### src/hw/rtl/clsr_pkg.sv
// ----------------------------------------------------------------------------
// clsr_pkg
// Shared types and constants of the character display refresh block.
// ----------------------------------------------------------------------------
package clsr_pkg;

    localparam int ROWS_DEFAULT = 2;
    localparam int COLS_DEFAULT = 16;
    localparam int ROW_W        = 2;
    localparam int CHAR_W       = 8;
    localparam int MAX_ADDR_W   = 7;

    localparam logic [7:0] CMD_BASE    = 8'h80;
    localparam logic [7:0] LINE_STRIDE = 8'd40;
    localparam logic [7:0] CH_NEWLINE  = 8'h0A;
    localparam logic [7:0] CH_TAB      = 8'h09;
    localparam logic [7:0] CH_DASH     = 8'h2D;

    typedef enum logic [2:0] {
        OP_PUT     = 3'd0,
        OP_REFRESH = 3'd1,
        OP_GOTO    = 3'd2,
        OP_FILL    = 3'd3,
        OP_HOME    = 3'd4
    } t_opcode;

    typedef struct packed {
        logic [MAX_ADDR_W-1:0] rd_addr;
        logic                  txt_we;
        logic [MAX_ADDR_W-1:0] txt_addr;
        logic [CHAR_W-1:0]     txt_data;
        logic                  shw_we;
        logic [MAX_ADDR_W-1:0] shw_addr;
        logic [CHAR_W-1:0]     shw_data;
        logic                  fill_we;
        logic [CHAR_W-1:0]     fill_data;
    } t_cell_req;

endpackage

### src/hw/rtl/clsr_cell_store.sv
// ----------------------------------------------------------------------------
// clsr_cell_store
// Text buffer and shown-copy memories with per-cell valid bits for the text.
// ----------------------------------------------------------------------------
module clsr_cell_store #(
    parameter int DEPTH = clsr_pkg::ROWS_DEFAULT * clsr_pkg::COLS_DEFAULT
) (
    input  logic                        i_clk,
    input  logic                        i_rst_n,
    input  clsr_pkg::t_cell_req         i_req,
    output logic [clsr_pkg::CHAR_W-1:0] o_cell,
    output logic [clsr_pkg::CHAR_W-1:0] o_shown
);

    localparam int AW = (DEPTH > 1) ? $clog2(DEPTH) : 1;

    logic [clsr_pkg::CHAR_W-1:0] txt_mem [DEPTH];
    logic [clsr_pkg::CHAR_W-1:0] shw_mem [DEPTH];
    logic [DEPTH-1:0]            r_valid;
    logic [clsr_pkg::CHAR_W-1:0] r_fill;
    logic [clsr_pkg::CHAR_W-1:0] r_txt_q;
    logic [clsr_pkg::CHAR_W-1:0] r_shw_q;
    logic                        r_vld_q;

    always_ff @(posedge i_clk) begin
        if (i_req.txt_we) begin
            txt_mem[i_req.txt_addr[AW-1:0]] <= i_req.txt_data;
        end
        if (i_req.shw_we) begin
            shw_mem[i_req.shw_addr[AW-1:0]] <= i_req.shw_data;
        end
        r_txt_q <= txt_mem[i_req.rd_addr[AW-1:0]];
        r_shw_q <= shw_mem[i_req.rd_addr[AW-1:0]];
        r_vld_q <= r_valid[i_req.rd_addr[AW-1:0]];
    end

    always_ff @(posedge i_clk) begin
        if (!i_rst_n) begin
            r_valid <= '0;
            r_fill  <= clsr_pkg::CH_DASH;
        end else if (i_req.fill_we) begin
            r_valid <= '0;
            r_fill  <= i_req.fill_data;
        end else if (i_req.txt_we) begin
            r_valid[i_req.txt_addr[AW-1:0]] <= 1'b1;
        end
    end

    assign o_cell  = r_vld_q ? r_txt_q : r_fill;
    assign o_shown = r_shw_q;

endmodule

### src/hw/rtl/char_lcd_shadow_refresh.sv
// ----------------------------------------------------------------------------
// char_lcd_shadow_refresh
// Character display text buffer with cursor and shadow-copy refresh.
// ----------------------------------------------------------------------------
// Put char, goto, fill and home complete in idle.
// A refresh walks every cell through the memory read port (read, compare,
// advance); each cell sent also passes the command and data states, which
// wait on a stalled output. No new item is taken until the walk ends.
// The last byte of a run is held back one cell to mark it with tlast.
// Synchronous active-low reset sets the cursor home, all text to dash.
module char_lcd_shadow_refresh #(
    parameter int ROWS = clsr_pkg::ROWS_DEFAULT,
    parameter int COLS = clsr_pkg::COLS_DEFAULT
) (
    input  logic        i_clk,
    input  logic        i_rst_n,
    input  logic        s_tvalid,
    output logic        s_tready,
    input  logic [23:0] s_tdata,   // opcode[2:0], char_code[10:3], col[16:11], row[18:17]
    output logic        m_tvalid,
    input  logic        m_tready,
    output logic [7:0]  m_tdata,   // out_byte[7:0]
    output logic [0:0]  m_tuser,   // is_command[0]
    output logic        m_tlast,
    input  logic        i_cfg_we,
    input  logic [7:0]  i_cfg_wdata
);

    localparam int DEPTH   = ROWS * COLS;
    localparam int AW      = (DEPTH > 1) ? $clog2(DEPTH) : 1;
    localparam int CW      = $clog2(COLS + 1);
    localparam int RW      = clsr_pkg::ROW_W;
    localparam int HAS_TAB = ((COLS / 2) >= 1) ? 1 : 0;
    localparam int TAB_COL = (HAS_TAB != 0) ? (COLS / 2 - 1) : 0;

    typedef enum logic [2:0] {
        S_IDLE,
        S_RD,
        S_CMP,
        S_ADV,
        S_OCMD,
        S_ODAT
    } t_state;

    t_state      r_state, n_state;
    logic [CW-1:0] r_cur_col, n_cur_col;
    logic [RW-1:0] r_cur_row, n_cur_row;
    logic [7:0]  r_cd, n_cd;
    logic [7:0]  r_period;
    logic        r_full, n_full;
    logic [AW-1:0] r_scan_addr, n_scan_addr;
    logic [RW-1:0] r_scan_row, n_scan_row;
    logic [CW-1:0] r_scan_col, n_scan_col;
    logic        r_hold_vld, n_hold_vld;
    logic [7:0]  r_hold_cmd, n_hold_cmd;
    logic [7:0]  r_hold_dat, n_hold_dat;
    logic [7:0]  r_em_cmd, n_em_cmd;
    logic [7:0]  r_em_dat, n_em_dat;
    logic        r_em_last, n_em_last;
    logic        r_out_valid, n_out_valid;
    logic [7:0]  r_out_byte, n_out_byte;
    logic        r_out_cmd, n_out_cmd;
    logic        r_out_last, n_out_last;

    clsr_pkg::t_cell_req req;
    logic [7:0]          cell_q;
    logic [7:0]          shown;

    clsr_pkg::t_opcode in_op;
    logic [7:0]        in_char;
    logic [5:0]        in_col;
    logic [1:0]        in_row;
    logic              accept;
    logic              out_free;
    logic              cur_ok;
    logic [AW-1:0]     cur_addr;
    logic [7:0]        cd_dec;
    logic [7:0]        scan_cmd;

    assign in_op   = clsr_pkg::t_opcode'(s_tdata[2:0]);
    assign in_char = s_tdata[10:3];
    assign in_col  = s_tdata[16:11];
    assign in_row  = s_tdata[18:17];

    assign s_tready = (r_state == S_IDLE);
    assign accept   = s_tvalid && s_tready;
    assign out_free = !r_out_valid || m_tready;
    assign cur_ok   = (r_cur_col < CW'(COLS)) && (r_cur_row < RW'(ROWS));
    assign cur_addr = AW'(AW'(r_cur_row) * AW'(COLS)) + AW'(r_cur_col);
    assign cd_dec   = (r_cd != 8'd0) ? (r_cd - 8'd1) : 8'd0;
    assign scan_cmd = clsr_pkg::CMD_BASE + 8'(r_scan_row) * clsr_pkg::LINE_STRIDE
                      + 8'(r_scan_col);

    clsr_cell_store #(
        .DEPTH (DEPTH)
    ) u_cell_store (
        .i_clk   (i_clk),
        .i_rst_n (i_rst_n),
        .i_req   (req),
        .o_cell  (cell_q),
        .o_shown (shown)
    );

    always_comb begin
        n_state     = r_state;
        n_cur_col   = r_cur_col;
        n_cur_row   = r_cur_row;
        n_cd        = r_cd;
        n_full      = r_full;
        n_scan_addr = r_scan_addr;
        n_scan_row  = r_scan_row;
        n_scan_col  = r_scan_col;
        n_hold_vld  = r_hold_vld;
        n_hold_cmd  = r_hold_cmd;
        n_hold_dat  = r_hold_dat;
        n_em_cmd    = r_em_cmd;
        n_em_dat    = r_em_dat;
        n_em_last   = r_em_last;
        n_out_valid = r_out_valid && !m_tready;
        n_out_byte  = r_out_byte;
        n_out_cmd   = r_out_cmd;
        n_out_last  = r_out_last;

        req           = '0;
        req.rd_addr   = clsr_pkg::MAX_ADDR_W'(r_scan_addr);
        req.txt_addr  = clsr_pkg::MAX_ADDR_W'(cur_addr);
        req.txt_data  = in_char;
        req.shw_addr  = clsr_pkg::MAX_ADDR_W'(r_scan_addr);
        req.shw_data  = cell_q;
        req.fill_data = in_char;

        unique case (r_state)
            S_IDLE: begin
                if (accept) begin
                    case (in_op)
                        clsr_pkg::OP_PUT: begin
                            if (cur_ok) begin
                                if (in_char == clsr_pkg::CH_NEWLINE) begin
                                    n_cur_row = r_cur_row + RW'(1);
                                    if ((r_cur_row + RW'(1)) < RW'(ROWS)) begin
                                        n_cur_col = '0;
                                    end
                                end else if (in_char == clsr_pkg::CH_TAB) begin
                                    if (HAS_TAB != 0) begin
                                        n_cur_col = CW'(TAB_COL);
                                    end
                                end else begin
                                    req.txt_we = 1'b1;
                                    n_cur_col  = r_cur_col + CW'(1);
                                end
                            end
                        end
                        clsr_pkg::OP_REFRESH: begin
                            n_full      = (cd_dec == 8'd0);
                            n_cd        = (cd_dec == 8'd0) ? r_period : cd_dec;
                            n_scan_addr = '0;
                            n_scan_row  = '0;
                            n_scan_col  = '0;
                            n_hold_vld  = 1'b0;
                            n_state     = S_RD;
                        end
                        clsr_pkg::OP_GOTO: begin
                            if ((in_col < 6'(COLS)) && (in_row < RW'(ROWS))) begin
                                n_cur_col = CW'(in_col);
                                n_cur_row = in_row;
                            end
                        end
                        clsr_pkg::OP_FILL: begin
                            req.fill_we = 1'b1;
                        end
                        clsr_pkg::OP_HOME: begin
                            n_cur_col = '0;
                            n_cur_row = '0;
                        end
                        default: begin
                        end
                    endcase
                end
            end
            S_RD: begin
                n_state = S_CMP;
            end
            S_CMP: begin
                n_state = S_ADV;
                if (r_full || (shown != cell_q)) begin
                    req.shw_we = 1'b1;
                    n_hold_vld = 1'b1;
                    n_hold_cmd = scan_cmd;
                    n_hold_dat = cell_q;
                    if (r_hold_vld) begin
                        n_em_cmd  = r_hold_cmd;
                        n_em_dat  = r_hold_dat;
                        n_em_last = 1'b0;
                        n_state   = S_OCMD;
                    end
                end
            end
            S_ADV: begin
                if (r_scan_addr == AW'(DEPTH - 1)) begin
                    if (r_hold_vld) begin
                        n_em_cmd   = r_hold_cmd;
                        n_em_dat   = r_hold_dat;
                        n_em_last  = 1'b1;
                        n_hold_vld = 1'b0;
                        n_state    = S_OCMD;
                    end else begin
                        n_state = S_IDLE;
                    end
                end else begin
                    n_scan_addr = r_scan_addr + AW'(1);
                    if (r_scan_col == CW'(COLS - 1)) begin
                        n_scan_col = '0;
                        n_scan_row = r_scan_row + RW'(1);
                    end else begin
                        n_scan_col = r_scan_col + CW'(1);
                    end
                    n_state = S_RD;
                end
            end
            S_OCMD: begin
                if (out_free) begin
                    n_out_valid = 1'b1;
                    n_out_byte  = r_em_cmd;
                    n_out_cmd   = 1'b1;
                    n_out_last  = 1'b0;
                    n_state     = S_ODAT;
                end
            end
            S_ODAT: begin
                if (out_free) begin
                    n_out_valid = 1'b1;
                    n_out_byte  = r_em_dat;
                    n_out_cmd   = 1'b0;
                    n_out_last  = r_em_last;
                    n_state     = r_em_last ? S_IDLE : S_ADV;
                end
            end
            default: begin
                n_state = S_IDLE;
            end
        endcase
    end

    always_ff @(posedge i_clk) begin
        if (!i_rst_n) begin
            r_state     <= S_IDLE;
            r_cur_col   <= '0;
            r_cur_row   <= '0;
            r_cd        <= '0;
            r_period    <= '0;
            r_full      <= 1'b0;
            r_hold_vld  <= 1'b0;
            r_em_last   <= 1'b0;
            r_out_valid <= 1'b0;
            r_out_cmd   <= 1'b0;
            r_out_last  <= 1'b0;
        end else begin
            r_state     <= n_state;
            r_cur_col   <= n_cur_col;
            r_cur_row   <= n_cur_row;
            r_cd        <= n_cd;
            r_full      <= n_full;
            r_hold_vld  <= n_hold_vld;
            r_em_last   <= n_em_last;
            r_out_valid <= n_out_valid;
            r_out_cmd   <= n_out_cmd;
            r_out_last  <= n_out_last;
            if (i_cfg_we) begin
                r_period <= i_cfg_wdata;
            end
        end
        r_scan_addr <= n_scan_addr;
        r_scan_row  <= n_scan_row;
        r_scan_col  <= n_scan_col;
        r_hold_cmd  <= n_hold_cmd;
        r_hold_dat  <= n_hold_dat;
        r_em_cmd    <= n_em_cmd;
        r_em_dat    <= n_em_dat;
        r_out_byte  <= n_out_byte;
    end

    assign m_tvalid   = r_out_valid;
    assign m_tdata    = r_out_byte;
    assign m_tuser[0] = r_out_cmd;
    assign m_tlast    = r_out_last;

endmodule

### config.mk
export PLATFORM = sky130hd
export DESIGN_NAME = char_lcd_shadow_refresh
export DESIGN_NICKNAME = d
export VERILOG_FILES = /design/src/hw/rtl/clsr_pkg.sv /design/src/hw/rtl/clsr_cell_store.sv /design/src/hw/rtl/char_lcd_shadow_refresh.sv
export SDC_FILE = /design/constraint.sdc
export NUM_CORES = 1
export LEC_CHECK = 0
export BUFFER_PORTS_ARGS = -buffer_cell sky130_fd_sc_hd__buf_4
export CORE_ASPECT_RATIO = 1.2
export CORE_MARGIN = 2
export CORE_UTILIZATION = 38
export CTS_CLUSTER_SIZE = 10
export DETAILED_ROUTE_END_ITERATION = 8
export PLACE_DENSITY = 0.58
export SYNTH_ARGS = -nofsm -noshare
export SYNTH_HDL_FRONTEND = slang
export SYNTH_SLANG_ARGS = --single-unit
### constraint.sdc
create_clock -name i_clk -period 10.2 [get_ports i_clk]
set_clock_uncertainty 0.2 [all_clocks]
set_input_delay 1.02 -clock i_clk [delete_from_list [all_inputs] [get_ports i_clk]]
set_output_delay 1.02 -clock i_clk [all_outputs]
set_load 0.01 [all_outputs]
[After elaboration in Yosys (flattened, before gate mapping)]
Memories as Yosys holds them, arrays and structs flattened. A register that Yosys moved wholly into a read port is not among the register bits.
Cells that the tools add are included.
Word-level totals
  logic and storage cells: 185
  bits in writable memories: 512
  register bits after elaboration: 125
  memories kept: 2
Memory list
  u_cell_store.shw_mem: depth 32, width 8, read ports 1, clocked after memory_dff 1, write ports 1, line clsr_cell_store.sv:18  | logic [clsr_pkg::CHAR_W-1:0] shw_mem [DEPTH];
  u_cell_store.txt_mem: depth 32, width 8, read ports 1, clocked after memory_dff 1, write ports 1, line clsr_cell_store.sv:17  | logic [clsr_pkg::CHAR_W-1:0] txt_mem [DEPTH];
Operators by class
  muxes and demuxes: 82
  equality and inequality tests: 28
  add/sub/neg operators: 9
  $lt $le $gt $ge: 8
  multipliers: 1
  bitwise logic cells: 2
  reduce and logical (&&, ||, !) cells: 31
Operator list (number)
  $mux W8: 11
  $mux W5: 10
  $pmux W8 S2: 3
  $or A32 B32 Y32: 1
  $mux W1: 30
  $mux W3: 8
  $ne A2 B2 Y1 const B: 11
  $pmux W5 S2: 2
  $pmux W3 S6: 1
  $eq A8 B4 Y1 const B: 2
  $mux W2: 8
  $add A5 B1 Y5 const B: 3
  $pmux W5 S3: 1
  $reduce_and A5 Y1: 3
  $eq A3 B2 Y1 const B: 4
  $lt A5 B6 Y1 const B: 2
  $reduce_and A6 Y1: 2
  $eq A3 B3 Y1 const B: 3
  $reduce_and A3 Y1: 3
  $add A8 B5 Y8: 1
  $add A8 B8 Y8 const A: 1
  $logic_not A8 Y1: 1
  $ne A8 B8 Y1: 1
  $reduce_and A4 Y1: 2
  other kinds (29): 47

[Longest topological paths before layout]
  word-level depth: 9
  depth in mapped cells: 8
  mapped depth without buffers: 7

[By module]
From an unflattened synthesis, not the netlist that was laid out.
Unflattened totals
  cells, all modules: 1690
  area total of the unflattened synthesis: 26280.2 um^2
Modules (own cells, without submodules)
  clsr_cell_store: cells an instance 1329, area an instance 22271.4 um^2, seq. area each 16515.8 um^2, instances 1
  char_lcd_shadow_refresh: cells an instance 361, area an instance 4008.8 um^2, seq. area each 2202.1 um^2, instances 1

[Least setup slack after synthesis]
OpenSTA, ideal clock, no wires.
  path type: flip-flop to flip-flop
  start: register u_cell_store.r_vld_q
  end: register r_em_cmd[0], enable pin
  slack: 6.699 ns
  buffers on the path: 1
  arrival time: 2.933 ns
  cell stages (with the launch flop): 7
  setup time: 0.367 ns
  cell sequence: dfxtp_1 -> buf_6 -> mux2_1 -> xor2_1 -> nor3_2 -> a31oi_1 -> a21o_1
On the way
  longest elaborated chain between the ends: 5
RTL lines
  from (decl): line clsr_cell_store.sv:23  | logic r_vld_q;
  from (signal assigned): line clsr_cell_store.sv:34  | r_vld_q <= r_valid[i_req.rd_addr[AW-1:0]];
  $mux W8: line clsr_cell_store.sv:49  | assign o_cell = r_vld_q ? r_txt_q : r_fill;
  via cell_q[4]: line char_lcd_shadow_refresh.sv:66  | logic [7:0] cell_q;
  $ne A8 B8 Y1: line char_lcd_shadow_refresh.sv:185  | if (r_full || (shown != cell_q)) begin
  $logic_or A1 B1 Y1: line char_lcd_shadow_refresh.sv:185
  $ne A2 B2 Y1 (no line)
  $reduce_and A3 Y1 (no line)
  to (signal assigned): line char_lcd_shadow_refresh.sv:277  | r_em_cmd <= n_em_cmd;
  to (decl): line char_lcd_shadow_refresh.sv:57  | logic [7:0] r_em_cmd, n_em_cmd;
The timed path passes the listed nets, and every way through them passes these cells.
A chain may end at the register's enable or synchronous reset.

[Worst setup path after layout]
  start: register r_scan_addr[1]
  end: register r_scan_row[0], enable pin
On the way
  longest elaborated chain between the ends: 3
RTL lines
  from (decl): line char_lcd_shadow_refresh.sv:51  | logic [AW-1:0] r_scan_addr, n_scan_addr;
  from (signal assigned): line char_lcd_shadow_refresh.sv:272  | r_scan_addr <= n_scan_addr;
  $eq A5 B5 Y1: line char_lcd_shadow_refresh.sv:199  | if (r_scan_addr == AW'(DEPTH - 1)) begin
  $ne A2 B2 Y1 (no line)
  $reduce_and A5 Y1 (no line)
  to (signal assigned): line char_lcd_shadow_refresh.sv:273  | r_scan_row <= n_scan_row;
  to (decl): line char_lcd_shadow_refresh.sv:52  | logic [RW-1:0] r_scan_row, n_scan_row;
Every way passes these cells.

==> impl_metrics.tcl <==
set metrics [dict create \
    grt_pass1_wl_mm 86.0 \
    die_y_um 289 \
    ir_drop_mv 0.123 \
    netlist_area_um2 25600 \
    synth_ff_type "edfxtp_1" \
    crit_arrival_ns 3.76 \
    leakage_nw 9.37 \
    synth_top_family_by_area "multiplexers" \
    antenna_left 0 \
    tightest_slew_ns 1.13 \
    ctsLongestPathBuffers 3 \
    max_stage_delay_ns 0.80 \
    die_x_um 241 \
    synth-simple-area-share_pct 6.25 \
    holdCritPathClass "reg -> reg" \
    nNetsFinal 1533 \
    finalCritPeriodShare_pct 35.7 \
    multi_input_area_um2 6540 \
    rsz0062_at_grt "false" \
    cts-resized-gates 0 \
    layout.filler_cells 5895 \
    ys_ff_latch 653 \
    path_delay_family "simple AND/OR/NAND/NOR gates" \
    yosys.area_share.adder_pct 0.810 \
    drc 0 \
    viasPerCell 5.38 \
    mostFrequentLayoutCell "edfxtp_1" \
    min_to "r_em_cmd[0]" \
    maxSlewViolCount 0 \
    hp-start "r_hold_cmd[0]" \
    vias 13083 \
    synth_edf_count 564 \
    ctsRootBufferMaster "clkbuf_16" \
    hold_buffers 0 \
    critPathCaptureType "flop" \
    reg2reg_setup_slack_ns 6.55 \
    clk_latency_ns 0.61 \
    slew_headroom_pct 24.9 \
    area_delta_synth_final_pct 13.4 \
    crit_top_cell "ha_1" \
    timing.setup.tns_ns 0 \
    fp-row-count 104 \
    max_cap_viol_count 0 \
    core_area_um2 66900 \
    period_minus_slack_ns 3.65 \
    register_area_um2 18700 \
    cellPowerDensity_nw_per_um2 188 \
    regToRegStartpoint "r_scan_addr[1]" \
    wl_per_cell_um 23.4 \
    syn_inst 1420 \
    status "complete, no violations" \
    hold_ws_ns 0.218 \
    gr-usage-all-layers_pct 16.8 \
    avgSynthCellArea_um2 18.1 \
    fmax_ghz 0.274 \
    synth_warnings 0 \
    drive_gt1_share_pct 20.3 \
    die_area_um2 69600 \
    antenna_found_initial 0 \
    path_cells "buf_12, ha_1, and3_1, ha_1, or2_2, a21oi_1, and2_1" \
    final_cell_mix "564 x edfxtp_1, 136 x mux4_2, 113 x nor2_1" \
    required_ns 10.31 \
    cts_buffers 75 \
    drt-total-wl_mm 57.0 \
    crit_path_top_delay_cell "a21oi_1" \
    portBuffers 43 \
    synth.area.mux_share_pct 13.4 \
    cp.buffers_inverters 1 \
    clkTransAtPathRegs_ns 0.05 \
    worst-path-max-fanout 140 \
    synthArstFlopShare_pct 0 \
    syn-num-nets 1473 \
    worstReg2RegEnd "r_scan_row[0]" \
    grt_max_degree 141 \
    drt_iter0_drc 1053 \
    ios 49 \
    crit_type "reg -> reg" \
    drt_pre_antenna_iters 6 \
    htree_levels 3 \
    overflow 0 \
    hold_viol 0 \
    cts_tree "yes" \
    min_path_cells 0 \
    ys_seq_area_share_pct 73.0 \
    ys_types 65 \
    gp_congestion 0.778 \
    cts_sinks 653 \
    ff2ff_path_depth 7 \
    synth-xor-area-share_pct 0.683 \
    startpoint_type "flop" \
    cts_setup_buffers 0 \
    place_hpwl_mm 33.1 \
    grt_pass1_vias 13646 \
    synth_compound_area_share_pct 4.31 \
    diodes 0 \
    setup_viol 0 \
    initial_core_util_pct 38.3 \
]
==> power breakdown <==
part	leakage, nW	internal [mW]	switching (mW)	total [mW]
Sequential	5.78	2.89	0.00771	2.90
Combinational	2.54	0.0433	0.0827	0.126
Clock	1.05	1.43	1.02	2.44
Total	9.37	4.37	1.11	5.47
==> synth_stat cells (2+ instances only) <==
library cell / n / share of area [%]
edfxtp_1: 564 / 66
mux4_2: 136 / 12
nor2_1: 113 / 1.7
dfxtp_1: 89 / 6.9
a22oi_1: 69 / 2.0
and3_1: 46 / 1.1
a21oi_1: 44 / 0.86
clkbuf_1: 44 / 0.64
nand2_1: 38 / 0.56
buf_2: 22 / 0.43
inv_1: 19 / 0.28
nand4_1: 19 / 0.46
mux2i_1: 18 / 0.70
ha_1: 15 / 0.73
nand3_1: 14 / 0.27
xor2_1: 14 / 0.48
nor3_1: 13 / 0.25
mux2_2: 12 / 0.53
o21ai_0: 9 / 0.18
and2_1: 8 / 0.20
o21ai_1: 8 / 0.16
nand2b_1: 7 / 0.17
nor2b_1: 7 / 0.17
o22ai_1: 7 / 0.17
nor3b_2: 6 / 0.29
xnor2_1: 6 / 0.20
a211oi_1: 5 / 0.15
nor4_1: 5 / 0.12
a31oi_1: 4 / 0.098
buf_6: 4 / 0.18
nor3b_1: 4 / 0.12
or3_1: 4 / 0.098
and3b_1: 3 / 0.10
buf_1: 3 / 0.044
mux2_4: 3 / 0.18
o21a_1: 3 / 0.088
a21boi_1: 2 / 0.059
a21o_1: 2 / 0.059
nor3_2: 2 / 0.078
nor4b_2: 2 / 0.12
o41ai_1: 2 / 0.068
or2_2: 2 / 0.049
==> layer usage <==
| layer | routed length (µm) | up-vias | share of wire [%] | global-route usage (%) |
|---|---|---|---|---|
| li1 | - | 5838 | - | - |
| met1 | 23000 | 6825 | 40 | 21.1 |
| met2 | 30000 | 334 | 53 | 29.5 |
| met3 | 2560 | 86 | 4.5 | 2.77 |
| met4 | 1390 | 0 | 2.4 | 5.77 |
| met5 | 0 | - | 0 | 0 |
==> cell families after synthesis <==
kind of cell / count (synthesis)
simple gates: 303
fa+ha+maj: 16
flops: 653
xor+xnor: 20
mux: 170
buf+inv: 92
compound gates: 166
==> layout make-up <==
type	count	area share, %
sequential	653	64.3
clock buffer	122	7.34
tap	901	3.87
multi-input combinational	675	22.5
clock inverter	4	0.185
timing repair buffer	56	1.53
inverter	19	0.245
==> flip-flops by register name (all words and copies together) (netlist names), 8 cells and up <==
signal and flops:
m_tdata 8, r_cd 8, r_em_cmd 8, r_em_dat 8
r_hold_cmd 8, r_hold_dat 8, r_period 8, u_cell_store.o_shown 8
u_cell_store.r_fill 8, u_cell_store.r_txt_q 8, u_cell_store.r_valid 32, u_cell_store.shw_mem 256
u_cell_store.txt_mem 256
==> how the worst max path moves through the flow <==
| stage | startpoint | end | depth (start not counted) |
|---|---|---|---|
| floorplan | u_cell_store.r_vld_q | r_em_cmd[0] | 6 |
| global placement | s_tvalid | u_cell_store.txt_mem[25][2] | 6 |
| detailed placement | s_tdata[9] | u_cell_store.txt_mem[25][2] | 6 |
| CTS | r_scan_addr[1] | r_scan_row[0] | 7 |
| global route | r_scan_addr[1] | r_scan_row[0] | 7 |
| finish | r_scan_addr[1] | r_scan_row[0] | 7 |
==> per-stage QoR <==
stage	std cells	worst slack, ns	power [mW]	util, %	area, µm²
2_1_floorplan	1420	6.70	3.03	-	25600
3_3_place_gp	2304	6.31	3.08	40.2	26900
3_5_place_dp	2304	6.24	3.09	40.2	26900
4_1_cts	2430	6.48	5.53	43.5	29100
5_1_grt	2430	6.32	5.64	43.5	29100
6_report	2430	6.55	5.47	43.5	29100
No activity file was read; power rests on OpenSTA's default activity.
